`src/design/beidc_pkg.sv`:
```
// ----------------------------------------------------------------------------
// beidc_pkg
// Types, constants and micro-program for the energy duty controller.
// ----------------------------------------------------------------------------
package beidc_pkg;

  localparam int unsigned WORD_W = 64;
  localparam int unsigned MEAS_W = 24;
  localparam int unsigned CFG_W  = 40;
  localparam int unsigned DUTY_W = 16;
  localparam int unsigned IDX_W  = 3;
  localparam int unsigned PC_W   = 5;

  localparam logic [PC_W-1:0]   LAST_PC  = 5'd28;
  localparam logic [DUTY_W-1:0] DUTY_ONE = 16'd32768;

  localparam logic signed [WORD_W-1:0] W_MAX = 64'sh7FFF_FFFF_FFFF_FFFF;
  localparam logic signed [WORD_W-1:0] W_MIN = 64'sh8000_0000_0000_0000;

  localparam logic signed [WORD_W-1:0] K1_RST  = 64'sd64960035158394;
  localparam logic signed [WORD_W-1:0] K2_RST  = 64'sd46976204784;
  localparam logic signed [WORD_W-1:0] K3_RST  = -64'sd45091775829676433;
  localparam logic [CFG_W-1:0]         DT_RST  = 40'd10995116;
  localparam logic [CFG_W-1:0]         CAP_RST = 40'd164926744;
  localparam logic [CFG_W-1:0]         IND_RST = 40'd51677047;

  typedef enum logic [IDX_W-1:0] {
    CFG_K1  = 3'd0,
    CFG_K2  = 3'd1,
    CFG_K3  = 3'd2,
    CFG_DT  = 3'd3,
    CFG_CAP = 3'd4,
    CFG_IND = 3'd5
  } cfg_idx_e;

  typedef enum logic [1:0] {OP_MUL, OP_DIV, OP_ADD, OP_SUB} op_e;

  typedef enum logic [4:0] {
    SRC_T0, SRC_T1, SRC_T2, SRC_ES, SRC_ZERO, SRC_ONE,
    SRC_VOUT, SRC_VIN, SRC_VDO, SRC_VDI, SRC_IL, SRC_IO, SRC_VREF,
    SRC_K1, SRC_K2, SRC_K3, SRC_DT, SRC_CAP, SRC_IND
  } src_e;

  typedef enum logic [1:0] {SH_0, SH_23, SH_40, SH_41} shift_e;

  typedef enum logic [1:0] {DST_T0, DST_T1, DST_T2, DST_ES} dst_e;

  typedef enum logic [1:0] {RES_CLEAR, RES_FAULT, RES_DUTY} res_e;

  typedef enum logic [2:0] {
    ST_IDLE, ST_CHECK, ST_ISSUE, ST_WAIT, ST_FINISH
  } ctl_state_e;

  typedef struct packed {
    op_e    op;
    src_e   a;
    src_e   b;
    shift_e sh;
    dst_e   dst;
  } uop_t;

  typedef struct packed {
    logic capture;
    logic clear_es;
    logic start;
    logic wr;
    logic load_out;
    res_e res;
    uop_t uop;
  } cmd_t;

  typedef struct packed {
    logic clear_req;
    logic zero_div;
    logic unit_done;
  } sts_t;

  function automatic uop_t uop_rom(input logic [PC_W-1:0] pc);
    uop_t u;
    begin
      u = '{OP_ADD, SRC_ZERO, SRC_ZERO, SH_0, DST_T0};
      unique case (pc)
        5'd0:  u = '{OP_MUL, SRC_VOUT, SRC_IO,   SH_0,  DST_T0};
        5'd1:  u = '{OP_DIV, SRC_T0,   SRC_VIN,  SH_0,  DST_T0};
        5'd2:  u = '{OP_MUL, SRC_T0,   SRC_T0,   SH_0,  DST_T0};
        5'd3:  u = '{OP_MUL, SRC_IND,  SRC_T0,   SH_41, DST_T0};
        5'd4:  u = '{OP_MUL, SRC_VREF, SRC_VREF, SH_0,  DST_T1};
        5'd5:  u = '{OP_MUL, SRC_CAP,  SRC_T1,   SH_41, DST_T1};
        5'd6:  u = '{OP_ADD, SRC_T1,   SRC_T0,   SH_0,  DST_T0};
        5'd7:  u = '{OP_MUL, SRC_VDO,  SRC_VDO,  SH_0,  DST_T1};
        5'd8:  u = '{OP_MUL, SRC_CAP,  SRC_T1,   SH_41, DST_T1};
        5'd9:  u = '{OP_MUL, SRC_IL,   SRC_IL,   SH_0,  DST_T2};
        5'd10: u = '{OP_MUL, SRC_IND,  SRC_T2,   SH_41, DST_T2};
        5'd11: u = '{OP_ADD, SRC_T1,   SRC_T2,   SH_0,  DST_T1};
        5'd12: u = '{OP_SUB, SRC_T0,   SRC_T1,   SH_0,  DST_T0};
        5'd13: u = '{OP_MUL, SRC_DT,   SRC_T0,   SH_40, DST_T0};
        5'd14: u = '{OP_ADD, SRC_ES,   SRC_T0,   SH_0,  DST_ES};
        5'd15: u = '{OP_MUL, SRC_VDI,  SRC_IL,   SH_0,  DST_T0};
        5'd16: u = '{OP_MUL, SRC_VDO,  SRC_IO,   SH_0,  DST_T2};
        5'd17: u = '{OP_SUB, SRC_T0,   SRC_T2,   SH_0,  DST_T0};
        5'd18: u = '{OP_MUL, SRC_K1,   SRC_T1,   SH_23, DST_T2};
        5'd19: u = '{OP_SUB, SRC_ZERO, SRC_T2,   SH_0,  DST_T2};
        5'd20: u = '{OP_MUL, SRC_K2,   SRC_T0,   SH_23, DST_T0};
        5'd21: u = '{OP_SUB, SRC_T2,   SRC_T0,   SH_0,  DST_T2};
        5'd22: u = '{OP_MUL, SRC_K3,   SRC_ES,   SH_23, DST_T0};
        5'd23: u = '{OP_SUB, SRC_T2,   SRC_T0,   SH_0,  DST_T2};
        5'd24: u = '{OP_MUL, SRC_IND,  SRC_T2,   SH_40, DST_T2};
        5'd25: u = '{OP_DIV, SRC_T2,   SRC_VDI,  SH_0,  DST_T2};
        5'd26: u = '{OP_SUB, SRC_VDI,  SRC_T2,   SH_0,  DST_T2};
        5'd27: u = '{OP_MUL, SRC_T2,   SRC_ONE,  SH_0,  DST_T2};
        5'd28: u = '{OP_DIV, SRC_T2,   SRC_VDO,  SH_0,  DST_T2};
        default: u = '{OP_ADD, SRC_ZERO, SRC_ZERO, SH_0, DST_T0};
      endcase
      return u;
    end
  endfunction

endpackage

```
`src/design/beidc_ctrl.sv`:
```
// ----------------------------------------------------------------------------
// beidc_ctrl
// Controller: handshakes and the micro-program sequencer.
// ----------------------------------------------------------------------------
module beidc_ctrl (
  input  logic            clk_i,
  input  logic            rst_ni,
  input  logic            in_valid_i,
  output logic            in_ready_o,
  output logic            out_valid_o,
  input  logic            out_ready_i,
  input  beidc_pkg::sts_t sts_i,
  output beidc_pkg::cmd_t cmd_o
);
  import beidc_pkg::*;

  ctl_state_e       state_q, state_d;
  logic [PC_W-1:0]  pc_q, pc_d;
  res_e             res_q, res_d;
  logic             out_valid_q;
  uop_t             uop;
  logic             is_alu, out_free;

  assign uop      = uop_rom(pc_q);
  assign is_alu   = (uop.op == OP_ADD) || (uop.op == OP_SUB);
  assign out_free = !out_valid_q || out_ready_i;

  always_comb begin
    state_d = state_q;
    pc_d    = pc_q;
    res_d   = res_q;
    unique case (state_q)
      ST_IDLE: begin
        if (in_valid_i) state_d = ST_CHECK;
      end
      ST_CHECK: begin
        pc_d = '0;
        if (sts_i.clear_req) begin
          res_d   = RES_CLEAR;
          state_d = ST_FINISH;
        end else if (sts_i.zero_div) begin
          res_d   = RES_FAULT;
          state_d = ST_FINISH;
        end else begin
          res_d   = RES_DUTY;
          state_d = ST_ISSUE;
        end
      end
      ST_ISSUE: begin
        if (is_alu) begin
          pc_d    = pc_q + 5'd1;
          state_d = (pc_q == LAST_PC) ? ST_FINISH : ST_ISSUE;
        end else begin
          state_d = ST_WAIT;
        end
      end
      ST_WAIT: begin
        if (sts_i.unit_done) begin
          pc_d    = pc_q + 5'd1;
          state_d = (pc_q == LAST_PC) ? ST_FINISH : ST_ISSUE;
        end
      end
      ST_FINISH: begin
        if (out_free) state_d = ST_IDLE;
      end
      default: state_d = ST_IDLE;
    endcase
  end

  always_comb begin
    cmd_o          = '0;
    cmd_o.uop      = uop;
    cmd_o.res      = res_q;
    cmd_o.capture  = (state_q == ST_IDLE) && in_valid_i;
    cmd_o.clear_es = (state_q == ST_CHECK) && sts_i.clear_req;
    cmd_o.start    = (state_q == ST_ISSUE) && !is_alu;
    cmd_o.wr       = ((state_q == ST_ISSUE) && is_alu) ||
                     ((state_q == ST_WAIT) && sts_i.unit_done);
    cmd_o.load_out = (state_q == ST_FINISH) && out_free;
  end

  always_ff @(posedge clk_i or negedge rst_ni) begin
    if (!rst_ni) begin
      state_q     <= ST_IDLE;
      pc_q        <= '0;
      res_q       <= RES_CLEAR;
      out_valid_q <= 1'b0;
    end else begin
      state_q <= state_d;
      pc_q    <= pc_d;
      res_q   <= res_d;
      if (cmd_o.load_out) begin
        out_valid_q <= 1'b1;
      end else if (out_ready_i) begin
        out_valid_q <= 1'b0;
      end
    end
  end

  assign in_ready_o  = (state_q == ST_IDLE);
  assign out_valid_o = out_valid_q;

endmodule

```
`config.mk`:
```
export PLATFORM = sky130hd
export DESIGN_NAME = beidc_ctrl
export DESIGN_NICKNAME = d
export VERILOG_FILES = /design/src/design/beidc_pkg.sv /design/src/design/beidc_ctrl.sv
export SDC_FILE = /design/constraint.sdc
export NUM_CORES = 1
export LEC_CHECK = 0
export BUFFER_PORTS_ARGS = -buffer_cell sky130_fd_sc_hd__buf_4
export CORE_MARGIN = 1
export CORE_UTILIZATION = 48
export DETAILED_ROUTE_END_ITERATION = 8
export PLACE_DENSITY = 0.76
export SYNTH_ARGS = -nofsm -noshare
export SYNTH_HDL_FRONTEND = slang
export SYNTH_SLANG_ARGS = --single-unit
export TNS_END_PERCENT = 20
```
`constraint.sdc`:
```
create_clock -name clk_i -period 1.9 [get_ports clk_i]
set_input_delay 0.285 -clock clk_i [delete_from_list [all_inputs] [get_ports clk_i]]
set_output_delay 0.285 -clock clk_i [all_outputs]
set_load 0.01 [all_outputs]
```
# Word level (Yosys, flattened, before mapping)
# Memory sizes are Yosys's and may differ from the RTL's.
# Index checks and enable logic that the tools add are counted.
# op_classes
eq_ne	11
addsub	1
n_reduce_logical	16
mux	15
# ops
cell	count
3-bit two-way mux	7
3-bit case mux with 5 select lines	1
5-bit case mux with 3 select lines	1
5-bit two-way mux	2
2-bit != test, second input constant	4
3-bit by 2-bit == test with 1-bit output, second input constant	2
1-bit logical AND	6
3-bit AND reduction	2
5-bit by 1-bit adder with 5-bit output, second input constant	1
5-bit == test, second input constant	1
2-bit == test, second input constant	2
2-bit two-way mux	2
3-bit by 1-bit == test with 1-bit output, second input constant	1
3-bit == test, second input constant	1
3-bit zero test	1
1-bit logical OR	3
3-bit nonzero test	1
1-bit zero test	2
1-bit two-way mux	2
2-bit nonzero test	1
# word_totals
mem_count	1
mem_bits_ro	480
ff_bits	11
wordCells	48
input_bits	7
output_inout_bits	25
# memory_table
name	words	word_bits	read_ports	rd_ports_with_merged_regs	write_ports	line_no	text
(name not given)	32	15	1	0	0	beidc_pkg.sv:82	unique case (pc)

# Longest topological paths before layout
# An unclocked memory read counts as a cell.
# logic_depth
ltp_word	5
mapped_depth	9

# Least setup slack after synthesis
# OpenSTA, ideal clock, no wires.
# synth_path
path_kind	register to output
from	register pc_q[0]
to	output cmd_o[13] (netlist bit)
slack_ns	-0.255
stages_incl_launch_ff	9
t_arrival_ns	1.870
n_path_buf	1
path_cell_list	dfrtp_1 -> inv_1 -> ha_1 -> nand2b_1 -> o22ai_1 -> o22ai_1 -> a31oi_1 -> o21ai_0 -> buf_4
# synth_rtl
element	line_no	text
from (decl)	beidc_ctrl.sv:18	logic [PC_W-1:0] pc_q, pc_d;
from (signal assigned)	beidc_ctrl.sv:90	pc_q <= pc_d;
to (decl)	beidc_ctrl.sv:13	output beidc_pkg::cmd_t cmd_o

==> key figures <==
Run status
  – Status: finished with violations
  – Violated checks: setup timing

Placed design
  – GPL Wtd Cong: 0.864
  – DP Wirelength: about 2.8 mm
  – Worst slack at placement: -27.8 ps
  – IO Port Bufs: 30
  – Dpl cells: ~250
  – Post-DP Area: 1640 um2

Synthesis
  – Ys flop type: dfrtp_1
  – Avg Inst Size Synth: 6.96 um2
  – Ys async rst share: 1.00
  – Synth unique cells: 48
  – Yosys reg bits: 11
  – Synth Net Count: 201
  – Syn Inst Count: 187
  – Yosys warns: 0
  – Mapped Area: about 1300 um2
  – Sequential element share of the synthesized area: 0.212
  – Post-synth EDFFs: 0

Finish
  – Share of cells above drive strength 1: 0.390
  – Fillers: around 210
  – Final Instance Count excl. Fillers: 258
  – Final Cell Area: about 1900 um2
  – Number of nets in the layout: 243
  – Synth-to-layout area growth: 42.2%
  – Ant diodes: 0

Clocking
  – Clk Latency, worst-skew pair: 270 ps
  – Root Driver: clkbuf_4
  – Clock buffer depth: 2
  – Cts bufs inserted: 3
  – Clk slew on worst S/H paths: roughly 80 ps
  – CTS tree: yes
  – Total clock sinks: 11
  – H-tree depth: 1

GRT
  – Gr usage total: 0.302
  – Global-route wire length before repair: 6.36 mm
  – Vias in the first global route: 1298
  – Pin count of the biggest net entering global routing: 29
  – Initial antenna violation count: 0
  – GRT overflow: 0

Die
  – # rows: 18
  – Die Area: 2920 um2
  – Chip Width: 54.1 um
  – Core Region: 2520 um2
  – Die height: roughly 54 um
  – IO Pins: 32
  – Starting Density: 0.516

STA
  – Fin. Hold Viols: 0
  – WHS: 205 ps
  – Final min period: 2060 ps
  – FMAX: approximately 490 MHz
  – Period utilization: 1.08
  – Fin. max-slew vios: 0
  – Final setup margin: -157 ps
  – Final setup fails: 15
  – RSZ-0062 raised after global routing: true
  – Clk_skew: 9.80 ps

Pwr
  – Leak Pwr: just over 0.8 nW
  – Share of power burned in registers: 0.147
  – P per Cell Area: 1760 nW/um2
  – Tot Pwr: about 3.3 mW
  – Switch share: 0.493
  – Share of total power in combinational logic: 0.802
  – Clock power share: 0.050
  – Max IR drop VDD: 0.00116 V
  – Internal Power: 1.65 mW
  – Psw: 1.61 mW

Min path
  – Hold Crit Class: in -> reg

Routing
  – DRT antenna net count: 0
  – Iteration-0 DRC Markers: between 60 and 70
  – Post-route DRC: 0
  – Wire length per cell: 16.1 um
  – WL final: 4.15 mm
  – DR vias: 1606
  – Vias/cell: 6.22
  – Drt pass-1 iters: 4

Critical path
  – CP endpoint kind: output port
  – Critical Path Start Type: register
  – Worst path arrival time: 1770 ps
  – Max FO, Critical Path: 5
  – Kind of critical path: reg -> out
  – Required time of the critical path: between 1500 and 2000 ps

Job
  – Max-Cap Viols: 0
[worst max-delay path, cell delays in order, from the launching register on]
cell	delay, ps
dfrtp_2	450
inv_4	80
ha_4	180
a21oi_2	120
o211ai_1	110
and2_4	200
o211a_4	230
buf_6	120
[synth_stat cells (2+ instances only)]
master / number / area, um2
a211oi_1: 2 / 15.0
a21oi_1: 15 / 75.1
a221oi_1: 2 / 17.5
a31oi_1: 4 / 25.0
and2_1: 4 / 25.0
and3_1: 2 / 12.5
buf_1: 3 / 11.3
buf_2: 2 / 10.0
buf_4: 4 / 30.0
clkbuf_1: 8 / 30.0
clkinv_1: 2 / 7.51
dfrtp_1: 11 / 275
ha_1: 7 / 87.6
inv_1: 9 / 33.8
mux2i_1: 2 / 20.0
nand2_1: 27 / 101
nand2b_1: 4 / 25.0
nand3_1: 6 / 30.0
nand3b_1: 2 / 15.0
nand4_1: 3 / 18.8
nor2_1: 16 / 60.1
nor3_1: 3 / 15.0
o2111ai_1: 2 / 17.5
o211ai_1: 3 / 22.5
o21ai_0: 16 / 80.1
o22ai_1: 3 / 18.8
o311ai_0: 2 / 17.5
o31ai_1: 3 / 22.5
[power by group through the flow]
stage	Clock, mW	Sequential (mW)	Combinational, mW
after floorplan	0	0.427	1.42
after global placement	0	0.466	2.17
after detailed placement	0	0.474	2.22
after CTS	0.170	0.473	2.47
after global routing	0.180	0.495	2.81
final	0.164	0.480	2.61
[per-layer routing]
| layer | GRT usage | vias up | part of all wire |
|---|---|---|---|
| met4 | 0.0556 | 0 | 0.017 |
| li1 | - | 756 | - |
| met2 | 0.461 | 95 | 0.47 |
| met1 | 0.436 | 745 | 0.43 |
| met3 | 0.0593 | 10 | 0.087 |
| met5 | 0 | - | 0 |
[registers in the layout (all words and copies together), names as in the netlist]
register and cells:
res_q 2, pc_q 5, out_valid_o 1, state_q 3
[worst paths after layout]
| check | from | end | slack [ps] | depth (start not counted) |
|---|---|---|---|---|
| worst max-delay path | pc_q[1] | cmd_o[19] | -160 | 7 |
| worst min-delay path | out_ready_i | out_valid_o | 210 | 2 |
| worst max register to register | pc_q[1] | pc_q[0] | 30 | 8 |
| worst min register to register | res_q[0] | res_q[0] | 480 | 2 |
| max in group asynchronous | rst_ni | pc_q[0] | 1360 | 2 |
| min in group asynchronous | rst_ni | state_q[0] | 380 | 2 |
[final cells by class]
type,count,area (um2),area share
Multi-Input combinational cell,147,1020,0.553
Timing Repair Buffer,55,439,0.237
Sequential cell,11,278,0.150
Inverter,11,46.3,0.0250
Tap cell,30,37.5,0.0203
Clock buffer,4,26.3,0.0142
[metrics by stage]
step / TNS, ps / util
after floorplan: -8.54 / -
after global placement: -5.25 / 0.649
after detailed placement: -54.1 / 0.649
after CTS: -1060 / 0.719
after global routing: -2800 / 0.734
final: -1360 / 0.734
[layout by cell type (no fill, tap or decap), types with 3 or more instances in the layout]
cell type,netlist,routed
a21oi_1,15,13
a31oi_1,4,4
and2_1,4,4
buf_4,4,50
buf_6,1,3
clkbuf_4,0,3
dfrtp_1,11,9
ha_4,0,4
inv_1,9,6
nand2_1,27,26
nand2b_1,4,3
nand3_1,6,6
nand4_1,3,3
nor2_1,16,14
o211ai_1,3,3
o21ai_0,16,8
o21ai_1,0,7
o31ai_1,3,3
[kinds of logic after synthesis]
group           count (synthesis)  share of synthesized area
buf+inv                        29                      0.103
flops                          11                      0.212
other cells                     1                    0.00288
fa+ha+maj                       7                     0.0673
simple gates                   72                      0.262
compound gates                 64                      0.330
mux                             3                     0.0240
[what timing repair did]
action	CTS	global route
hold buffers	1	0
hold endpoints to repair	11	0
setup buffers	6	2
setup endpoints to repair	18	21
gates resized for setup	25	9
pin swaps	11	6
No activity file was read; power rests on OpenSTA's default activity.
